File: config.mk
export PLATFORM = sky130hd
export DESIGN_NAME = wps_div6
export DESIGN_NICKNAME = d
export VERILOG_FILES = /design/src/rtl/core/wps_pkg.sv /design/src/rtl/core/wps_div6.sv
export SDC_FILE = /design/constraint.sdc
export NUM_CORES = 1
export LEC_CHECK = 0
export BUFFER_PORTS_ARGS = -buffer_cell sky130_fd_sc_hd__buf_2
export CAP_MARGIN = 30
export CORE_ASPECT_RATIO = 1.4
export CORE_MARGIN = 3
export CORE_UTILIZATION = 64
export DETAILED_ROUTE_END_ITERATION = 7
export PLACE_DENSITY = 0.79
export SYNTH_ARGS = -nofsm -noshare
export SYNTH_HDL_FRONTEND = slang
export SYNTH_SLANG_ARGS = --single-unit
File: constraint.sdc
create_clock -name clk -period 8.38 [get_ports clk]
set_input_delay 1.257 -clock clk [delete_from_list [all_inputs] [get_ports clk]]
set_output_delay 1.257 -clock clk [all_outputs]
set_load 0.01 [all_outputs]
File: src/rtl/core/wps_pkg.sv
// ----------------------------------------------------------------------------
// wps_pkg
// Shared types and constants for the wheel-of-6 prime sieve.
// ----------------------------------------------------------------------------
`timescale 1ns / 1ps

package wps_pkg;

  localparam int unsigned DEF_MAP_BYTES = 4096;

  localparam int unsigned CFG_W            = 13;
  localparam logic [12:0] SIEVE_BYTES_RST  = 13'd4096;

  localparam int unsigned KIND_W      = 2;
  localparam int unsigned VALUE_W     = 18;
  localparam int unsigned IN_TDATA_W  = 24;
  localparam int unsigned OUT_TDATA_W = 24;

  // map word: [7:0] bits of 6k+1, [15:8] bits of 6k+5, same k
  localparam int unsigned WORD_W = 16;

  // v / 6 as (v * RECIP_SIX) >> RECIP_SHIFT, exact for all 18-bit v
  localparam int unsigned QUOT_W      = 16;
  localparam int unsigned RECIP_W     = 18;
  localparam int unsigned RECIP_SHIFT = 20;
  localparam logic [17:0] RECIP_SIX   = 18'd174763;

  typedef enum logic [1:0] {
    KIND_BUILD = 2'd0,
    KIND_TEST  = 2'd1,
    KIND_NTH   = 2'd2
  } kind_t;

endpackage

File: src/rtl/core/wps_div6.sv
// ----------------------------------------------------------------------------
// wps_div6
// Divide by six through a registered reciprocal multiply, with remainder.
// ----------------------------------------------------------------------------
`timescale 1ns / 1ps

module wps_div6 (
  input  logic                        clk,
  input  logic                        en,
  input  logic [wps_pkg::VALUE_W-1:0] value,
  output logic [wps_pkg::QUOT_W-1:0]  quot,
  output logic [2:0]                  rem
);
  import wps_pkg::*;

  localparam int unsigned PW = VALUE_W + RECIP_W;

  logic [PW-1:0]      prod_r;
  logic [VALUE_W-1:0] val_r;
  logic [VALUE_W-1:0] six_q;
  logic [VALUE_W-1:0] diff;

  always_ff @(posedge clk) begin
    if (en) begin
      prod_r <= PW'(value) * PW'(RECIP_SIX);
      val_r  <= value;
    end
  end

  assign quot  = prod_r[RECIP_SHIFT +: QUOT_W];
  assign six_q = (VALUE_W'(quot) << 2) + (VALUE_W'(quot) << 1);
  assign diff  = val_r - six_q;
  assign rem   = diff[2:0];

endmodule

== Word-level counts from Yosys, hierarchy flattened ==
Index checks and enable logic that the tools add are counted.

* Register bits: 39
* Logic and storage cells: 5
* Bits of input ports: 20
* Output and inout bits: 19

* Add/subtract/negate cells: 2
* Multipliers: 1

{| class="wikitable"
|+ Operator list
! cell !! number
|-
| 18-bit by 18-bit multiplier with 36-bit output (second input constant) || 1
|-
| 3-bit adder || 1
|-
| 3-bit subtractor || 1
|}

== Logic depth before layout (Yosys ltp) ==
Gate-level depths: netlist (run 1).

* Depth after elaboration: 2
* Depth in mapped cells: 20
* Depth with buffers taken out: 20

== Worst setup path after synthesis (run 1) ==
OpenSTA, ideal clock, no wires.

* Path type: input to register
* Start: input port value[1] in the netlist's numbering
* End: register prod_r[28] (data pin)
* Setup time: 0.256 ns
* Arrival time: 6.076 ns
* Stages on the path: 20
* Buffers on the path: 0
* Required time: 8.124 ns
* Slack: 2.048 ns
* Cell sequence: ha_1 xor2_1 ha_1 inv_1 fa_1 inv_1 fa_1 fa_1 inv_1 fa_1 inv_1 ha_1 a2111oi_2 o21ai_1 o21a_1 a22o_4 o311ai_4 a21boi_2 or2_4 xor2_1

* Cells in the longest elaborated chain, start to end: 1

{| class="wikitable"
|+ RTL lines
! item !! line !! RTL
|-
| start, declared || wps_div6.sv:10 || <nowiki>input logic [wps_pkg::VALUE_W-1:0] value,</nowiki>
|-
| 18-bit by 18-bit multiplier with 36-bit output || wps_div6.sv:25 || <nowiki>prod_r <= PW'(value) * PW'(RECIP_SIX);</nowiki>
|-
| end signal, assigned || wps_div6.sv:25 ||
|-
| end, declared || wps_div6.sv:18 || <nowiki>logic [PW-1:0] prod_r;</nowiki>
|}

Every way passes these cells.
A chain may end at the register's enable or synchronous reset.

== Final worst setup path (run 1) ==
Ends and elaborated chain as after synthesis.

==> key figures, run 1 <==
Yosys
  – EDFF count, synth: 19
  – Post-Syn Area: 0.006666 mm^2
  – Top_reg_cell synth: edfxtp_1
  – Mapped Cells: 675
  – Post-synth top area cell: fa_1
  – Synth Register Bits: 19
  – Main combinational cell family by area after synthesis: adder cells
  – Seq/Total Area, Yosys: 8.559%
  – Post-synthesis adder-cell area fraction: 62.65%
  – Net Count, Synth: 964
  – YS warnings: 0
  – Post-synthesis xor/xnor area fraction: 2.759%
  – Mapped Avg Cell Area: 9.876 um^2
  – Complex-gate fraction of the synthesized area: 6.776%
  – Post-synthesis mux area share: 0%
  – Simple-gate portion of the synthesized area: 3.998%
  – Leading post-synthesis cells by cell area: fa_1, ha_1, inv_1
  – Yosys top cell area share: 32.43%
  – Asr flop ratio synth: 0%
  – Netlist cell types: 45

Floorplan
  – Core Rows: 43
  – Total core area: 0.01006 mm^2
  – Die extent in x: 92.26 um
  – Starting Density: 66.26%
  – Die Ht: 126.8 um
  – Die Area: 0.01169 mm^2
  – I/O pins: 39

Cells and area
  – Most frequent cells in the layout: inv_1, ha_1, fa_1
  – Share of layout cells above drive strength 1: 7.857%
  – Reg area: 570.5 um^2
  – Most common library cell in the layout ignoring fill and taps: inv_1
  – Number of fill cells: 783
  – Antenna cell count: 0
  – Layout area overhead: 4.617%
  – Area of the multi-input gates: 0.005079 mm^2
  – Nets: 990

Global routing
  – Antenna violations before repair: 0
  – Vias in the first global route: 5216
  – Largest net degree at the start of global routing: 20
  – GR Overflow Total: 0
  – Global-route wire length before repair: 24670 um
  – All-layer global routing usage: 27.34%

Placement
  – Hpwl dp: 13050 um
  – # port buffers: 38
  – RD Place Congestion: 0.9876

Route
  – Via count: 4582
  – Post-DRT Antenna Nets: 0
  – DR iter-0 viols: 191
  – Post-route DRC violation count: 0
  – DR pass1 iterations: 4
  – Vias per cell: 5.487
  – Drt wl/cell: 17.27 um
  – Routed Wire Length: 14420 um

Worst setup path
  – Worst EP required: 8.38 ns
  – Slowest cell on crit path: fa_1
  – Max stage delay on crit path: 0.55 ns
  – CP Depth: 21
  – Arr. time, crit path: 6.48 ns
  – Startpoint Class: primary input
  – Worst path bufs/invs: 5
  – Critical path class: primary input to flop
  – Worst Setup SP: value[1]
  – Crit-path cells: buf_2 -> ha_1 -> xor2_1 -> ha_1 -> inv_1 -> fa_1 -> inv_1 -> fa_1 -> fa_1 -> inv_1 -> fa_1 -> inv_1 -> ha_1 -> a2111oi_2 -> o21ai_1 -> o21a_1 -> a22o_4 -> o311ai_4 -> a21boi_2 -> or2_4 -> xor2_1
  – Crit path to: prod_r[28]
  – CP Max Fanout: 8
  – Crit path max-delay family: adder cells
  – Worst Setup End Kind: flop

Timing
  – Slew at the pin closest to its max-slew limit: 0.4928 ns
  – Max Fclk: 154.3 MHz
  – Slew Limit Headroom: 66.87%
  – Final setup vio count: 0
  – Final-report max-slew violation count: 0
  – RSZ-0062 raised after global routing: no
  – Hold Fails Final Rpt: 0
  – Setup tns final: 0 ns
  – Crit share post-route: 77.33%
  – Fin crit period: 6.480 ns

Clock network
  – CTS max path bufs: 2
  – Post-CTS setup buffers: 0
  – CTS Buf Count: 3
  – Post-CTS Resized: 0
  – Hold Buf Count CTS: 0
  – CTS tree: done
  – # clock sinks: 19
  – Root Driver: clkbuf_16
  – H-tree levels: 1
  – Worst-path clk slew: 0.06 ns

Hold path
  – Hold Path Class: primary input to flop
  – Hold Path Cell Cnt: 1

Status
  – Outcome: completed

Job
  – Max cap viols: 0
layout make-up:
cell class / count / share of cell area, %
clock buffers: 3 / 1.076
clock inverters: 1 / 0.07176
inverters: 236 / 12.70
multi-input cells: 403 / 72.82
flip-flops and latches: 19 / 8.181
well taps: 135 / 2.422
repair buffers: 38 / 2.727
cells by family after synthesis:
| logic type | Yosys count |
|---|---|
| adder cells (fa/ha/maj) | 269 |
| buffers and inverters | 253 |
| AO/OA/AOI/OAI | 60 |
| AND/OR/NAND/NOR | 53 |
| XOR/XNOR | 21 |
| flip-flops | 19 |
how the worst min path moves through the flow:
stage                        start        end  slack, ns
final                     value[2]   val_r[2]       1.31
after CTS                 value[2]   val_r[2]       1.29
after global placement    value[2]   val_r[2]       1.55
after global routing      value[2]   val_r[2]       1.30
after floorplan           value[0]  prod_r[0]       1.36
after detailed placement  value[2]   val_r[2]       1.56
layer usage:
| layer | part of all wire (%) | up-vias | wire length, um | track usage (%) |
|---|---|---|---|---|
| met5 | 0 | - | 0 | 0 |
| met4 | 9.5 | 0 | 1375 | 20.38 |
| met3 | 2.1 | 69 | 305 | 2.017 |
| met2 | 54 | 122 | 7794 | 51.42 |
| met1 | 34 | 2265 | 4945 | 27.71 |
| li1 | - | 2126 | - | - |
per-stage QoR:
step / instance area (um^2) / setup slack (ns) / cells / hold slack [ns] / util (%)
detailed placement: 6894 / 1.654 / 831 / 1.556 / 68.52
finish: 6974 / 1.900 / 835 / 1.308 / 69.32
CTS: 6974 / 1.908 / 835 / 1.293 / 69.32
global placement: 6894 / 1.691 / 831 / 1.550 / 68.52
floorplan: 6666 / 2.048 / 675 / 1.356 / -
global route: 6974 / 1.550 / 835 / 1.303 / 69.32
flip-flops by register name, summed over array words and instances (netlist names):
name / cells
val_r: 2
prod_r: 17
synthesized netlist by cell type (2+ instances only):
cell,n
a21o_1,11
nand2_1,15
inv_1,236
nand2b_1,2
xnor2_1,14
o21bai_1,2
fa_1,108
a211oi_1,4
and3_1,2
edfxtp_1,19
or3_1,2
o211ai_1,3
o21a_1,2
a31oi_1,3
o31ai_1,4
ha_1,161
buf_4,16
a21oi_1,16
o21ai_0,4
nand4_1,2
nor2_1,11
xor2_1,7
nand3_1,6
nor3_1,4
Power of run 1 is not shown: default switching activity piles up to over one toggle a cycle in this logic, so the estimate is an artifact.
==> run 2: changes to the inputs <==
- CORE_UTILIZATION: 64 -> 58
- PLACE_DENSITY: 0.79 -> 0.76
- clock period: 8.38 -> 5.3 ns (I/O delays scaled with it)
==> run 2 against run 1 <==
Compared with the run above: the flow now finishes with violations (negative setup slack); utilization rose by 7.9 points; die area is 9.8% higher; global-route usage is 1.6 points lower; critical path type unchanged.
==> key figures, run 2 (synthesis gave the netlist of run 1 again) <==
Status
  – Outcome: finished, violations left
  – Violated checks: negative setup slack

Worst setup path
  – Critical path class: primary input to flop
  – Startpoint Class: primary input
  – Worst EP required: 5.27 ns (-3.11 ns)
  – Arr. time, crit path: 5.69 ns (-0.79 ns)
  – CP Max Fanout: 4 (-4)
  – Worst Setup End Kind: flop

Route
  – Routed Wire Length: 16520 um (+15%)
  – Post-DRT Antenna Nets: 0 (unchanged)
  – DR iter-0 viols: 136 (-29%)
  – Drt wl/cell: 17.19 um (-0.45%)
  – Post-route DRC violation count: 0 (unchanged)
  – Vias per cell: 5.242 (-4.5%)
  – DR pass1 iterations: 4 (unchanged)
  – Via count: 5038 (+10%)

Placement
  – Hpwl dp: 14180 um (+8.7%)
  – RD Place Congestion: 0.9403 (-4.8%)
  – Dpl cells: 937 (+13%)
  – Pre-CTS setup slack: -0.7232 ns (-2.378 ns)
  – # port buffers: 38 (unchanged)

Cells and area
  – Antenna cell count: 0 (unchanged)
  – Layout area overhead: 27.76%
  – Share of layout cells above drive strength 1: 29.39% (+22 points)
  – Biggest regs: prod_r (17), val_r (2)
  – Most frequent cells in the layout: inv_1, ha_1, buf_4
  – Non-Filler Instances: 961 (+15%)
  – Largest register FFs: 17 (unchanged)
  – Top reg by flops: prod_r
  – Nets: 1110 (+12%)
  – Number of fill cells: 718 (-8.3%)
  – Most common library cell in the layout ignoring fill and taps: inv_1

Timing
  – WHS: 0.8894 ns (-0.4189 ns)
  – Slew at the pin closest to its max-slew limit: 0.6097 ns (+0.1169 ns)
  – Crit share post-route: 107.9%
  – Final setup vio count: 13 (+13)
  – Max Fclk: 174.9 MHz
  – Setup tns final: -3.793 ns (-3.793 ns)
  – RSZ-0062 raised after global routing: yes
  – Slew Limit Headroom: 58.31% (-8.6 points)
  – Hold Fails Final Rpt: 0 (unchanged)
  – Fin crit period: 5.717 ns
  – Final Worst Setup Slack: -0.4171 ns (-2.317 ns)
  – Final-report max-slew violation count: 0 (unchanged)

Job
  – Max cap viols: 0 (unchanged)

Clock network
  – CTS Buf Count: 3 (unchanged)
  – # clock sinks: 19 (unchanged)
  – Hold Buf Count CTS: 0 (unchanged)
  – H-tree levels: 1 (unchanged)
  – Worst-path clk slew: 0.05 ns (about the same)
  – CTS max path bufs: 2 (unchanged)
  – CTS tree: done
  – Root Driver: clkbuf_16

Hold path
  – Hold Path Cell Cnt: 2 (+1)
  – Hold Path Class: primary input to flop

Global routing
  – All-layer global routing usage: 25.78% (-1.6 points)
  – Global-route wire length before repair: 26400 um (+7.0%)
  – Antenna violations before repair: 0 (unchanged)
  – Vias in the first global route: 5601 (+7.4%)
  – GR Overflow Total: 0 (unchanged)
  – Largest net degree at the start of global routing: 20 (unchanged)

Floorplan
  – Core Rows: 45 (+4.7%)
  – Die Area: 0.01283 mm^2 (+9.8%)
  – Die extent in x: 96.61 um (+4.7%)
  – Total core area: 0.01104 mm^2 (+9.7%)
  – I/O pins: 39 (unchanged)
  – Die Ht: 132.9 um (+4.8%)
  – Starting Density: 60.41% (-5.9 points)
run 2: cell types whose count changed in the layout (fill, tap and decap cells not counted), sizes merged:
cell    delta
buf      +119
clkbuf     +2
clkinv     -1
run 2: metal layers:
metal  vias up  wire length [um]  global-route usage [%]
met5         -                 0                       0
met4         0               643                   8.197
met3        44               267                   1.846
met2       107              9648                   51.80
met1      2519              5962                   28.12
li1       2368                 -                       -
run 2: layout make-up:
type,count,area [um^2],area share (%)
Clock buffer,4,78.83,0.9255
Tap cell,141,176.4,2.071
Timing Repair Buffer,158,1206,14.16
Multi-Input combinational cell,403,5599,65.74
Inverter,236,885.9,10.40
Sequential cell,19,570.5,6.699
run 2: repair_timing:
item / 4_1_cts / 5_1_grt
pin swaps: 37 / 47
setup endpoints to repair: 13 / 13
gates cloned: 0 / 0
buffers inserted: 8 / 12
gates resized for setup: 52 / 46
run 2: final timing paths:
path,start,end,slack (ns)
max,value[5],prod_r[29],-0.42
min,value[2],val_r[2],0.89
run 2: worst max-delay path, stage by stage:
cell	delay, ns
buf_6	0.11
ha_4	0.25
fa_1	0.54
inv_2	0.04
fa_1	0.49
inv_2	0.04
fa_1	0.52
inv_2	0.04
fa_1	0.46
fa_1	0.51
inv_2	0.05
ha_4	0.16
a2111oi_4	0.25
o21ai_1	0.12
o21a_1	0.15
a22o_4	0.25
o311ai_4	0.31
a21boi_2	0.12
o211ai_1	0.32
o311ai_4	0.15
run 2: stage by stage:
stage / utilization, % / cell area, um^2
final: 77.18 / 8517
after global routing: 77.18 / 8517
after CTS: 74.73 / 8247
after detailed placement: 70.91 / 7825
after global placement: 70.91 / 7825
after floorplan: - / 6827
Power of run 2 is left out for the same reason.
==> run 3: changes to the inputs <==
--- a/config.mk
+++ b/config.mk
@@ -9,5 +9,7 @@
 export CAP_MARGIN = 30
+export CELL_PAD_IN_SITES_DETAIL_PLACEMENT = 1
+export CELL_PAD_IN_SITES_GLOBAL_PLACEMENT = 2
 export CORE_ASPECT_RATIO = 1.4
 export CORE_MARGIN = 3
-export CORE_UTILIZATION = 58
+export CORE_UTILIZATION = 38
 export DETAILED_ROUTE_END_ITERATION = 7
--- a/constraint.sdc
+++ b/constraint.sdc
@@ -3,2 +3,2 @@
 set_output_delay 0.795 -clock clk [all_outputs]
-set_load 0.01 [all_outputs]
+set_load 0.1 [all_outputs]
==> run 3 against run 2 <==
Compared with the run above: the run still ends with negative setup slack left; sequential share of layout area is 0.27 points lower; die area rose by 50%; design area is 4.3% higher; non-clock buffer count is 9 higher.
==> key figures, run 3 (synthesis gave the netlist of run 1 again) <==
Cells and area
  – Non-Filler Instances: 1061 (+10%)
  – Top reg by flops: prod_r
  – Final instance area: 0.008880 mm^2 (+4.3%)
  – Share of layout cells above drive strength 1: 32.69% (+3.3 points)
  – Layout area overhead: 33.20%
  – Most common library cell in the layout ignoring fill and taps: inv_1
  – Number of fill cells: 1903 (+170%)
  – Biggest regs: prod_r (17), val_r (2)
  – Antenna cell count: 0 (unchanged)
  – Nets: 1119 (+0.81%)
  – Most frequent cells in the layout: inv_1, ha_1, buf_4
  – Largest register FFs: 17 (unchanged)

Timing
  – Slew at the pin closest to its max-slew limit: 0.4912 ns (-0.1184 ns)
  – Final Worst Setup Slack: -0.3131 ns (+0.1040 ns)
  – Fin crit period: 5.613 ns (-0.1040 ns)
  – Slew Limit Headroom: 66.41% (+8.1 points)
  – Hold Fails Final Rpt: 0 (unchanged)
  – Max Fclk: 178.2 MHz (+1.9%)
  – RSZ-0062 raised after global routing: yes
  – Final setup vio count: 12 (-1)
  – WHS: 0.8785 ns (-0.01095 ns)
  – Final-report max-slew violation count: 0 (unchanged)
  – Crit share post-route: 105.9% (-2.0 points)

Floorplan
  – I/O pins: 39 (unchanged)
  – Die Area: 0.01919 mm^2 (+50%)
  – Core Rows: 56 (+24%)
  – Starting Density: 39.32% (-21 points)
  – Die Ht: 162.7 um (+22%)
  – Total core area: 0.01696 mm^2 (+54%)
  – Die extent in x: 117.9 um (+22%)

Clock network
  – Hold Buf Count CTS: 0 (unchanged)
  – Root Driver: clkbuf_16
  – H-tree levels: 1 (unchanged)
  – CTS Buf Count: 3 (unchanged)
  – CTS tree: done
  – CTS max path bufs: 2 (unchanged)
  – # clock sinks: 19 (unchanged)
  – Worst-path clk slew: 0.05 ns (about the same)

Global routing
  – All-layer global routing usage: 20.34% (-5.4 points)
  – Largest net degree at the start of global routing: 20 (unchanged)
  – Global-route wire length before repair: 30530 um (+16%)
  – GR Overflow Total: 0 (unchanged)
  – Antenna violations before repair: 0 (unchanged)
  – Vias in the first global route: 6047 (+8.0%)

Placement
  – # port buffers: 38 (unchanged)
  – DP Area: 0.007999 mm^2 (+2.2%)
  – Pre-CTS setup slack: -0.7452 ns (-0.02200 ns)
  – RD Place Congestion: 0.9279 (-1.3%)
  – Hpwl dp: 16620 um (+17%)
  – Dpl cells: 1036 (+11%)

Route
  – WL met1: 6208 um (+4.1%)
  – Drt wl/cell: 17.88 um (+4.0%)
  – Routed length on met2: 11650 um (+21%)
  – Routed Wire Length: 18980 um (+15%)
  – Post-route DRC violation count: 0 (unchanged)
  – Met3 wire length: 268 um (+0.37%)
  – Post-DRT Antenna Nets: 0 (unchanged)
  – DR pass1 iterations: 4 (unchanged)
  – Highest Signal Layer: met4
  – DR iter-0 viols: 116 (-15%)
  – Via count: 5020 (-0.36%)
  – Vias per cell: 4.731 (-9.7%)

Worst setup path
  – Max stage delay on crit path: 0.56 ns (+0.02 ns)
  – Worst EP required: 5.38 ns (+0.11 ns)
  – Critical path class: primary input to flop
  – Worst Setup End Kind: flop
  – Worst path bufs/invs: 6 (+1)
  – Startpoint Class: primary input
  – Slowest cell on crit path: fa_2
  – Crit path max-delay family: adder cells
  – Arr. time, crit path: 5.69 ns (about the same)
  – CP Max Fanout: 5 (+1)
  – Crit-path cells: buf_6 -> buf_12 -> ha_4 -> ha_4 -> inv_2 -> fa_1 -> inv_1 -> fa_1 -> fa_1 -> inv_1 -> fa_2 -> inv_2 -> ha_4 -> a2111oi_4 -> o21ai_1 -> o21a_1 -> a22o_4 -> o311ai_4 -> a21boi_2 -> or2_4 -> o311ai_4
  – Worst Setup SP: value[6]

Job
  – Max cap viols: 0 (unchanged)

Hold path
  – Hold Path Class: primary input to flop
  – Min-Delay Endpoint: val_r[2]
  – Hold_sp: value[2]
  – Hold Path Cell Cnt: 2 (unchanged)

Status
  – Violated checks: negative setup slack
  – Outcome: finished, violations left
-- run 3: final cells by class --
type | instances | area (um^2) | share of cell area (%)
multi-input combinational | 403 | 5752 | 64.77
clock buffer | 4 | 78.83 | 0.8877
timing repair buffer | 167 | 1303 | 14.67
inverter | 236 | 885.9 | 9.976
tap | 232 | 290.3 | 3.269
sequential | 19 | 570.5 | 6.425
-- run 3: stage by stage --
step	setup TNS [ns]	utilization (%)
floorplan	-0.8184	-
global placement	-6.787	47.17
detailed placement	-7.932	47.17
CTS	-2.018	50.77
global route	-4.477	52.37
finish	-2.608	52.37
-- run 3: routing by layer --
| metal | GRT usage, % | vias up |
|---|---|---|
| met2 | 42.95 | 61 |
| li1 | - | 2379 |
| met3 | 1.842 | 41 |
| met5 | 0 | - |
| met1 | 20.04 | 2539 |
| met4 | 7.573 | 0 |
-- run 3: timing repair --
action / in CTS / in global routing
gates resized for setup: 89 / 44
setup buffers: 11 / 10
pin swaps: 63 / 58
setup endpoints to repair: 13 / 15
-- run 3: worst max-delay path by stage --
stage	end	slack, ns	cells after the start
final	prod_r[29]	-0.31	21
after global routing	prod_r[29]	-0.47	20
after CTS	prod_r[29]	-0.30	21
after detailed placement	prod_r[32]	-0.75	20
after global placement	prod_r[28]	-0.66	21
after floorplan	prod_r[28]	-0.27	20
Power of run 3 is left out for the same reason.
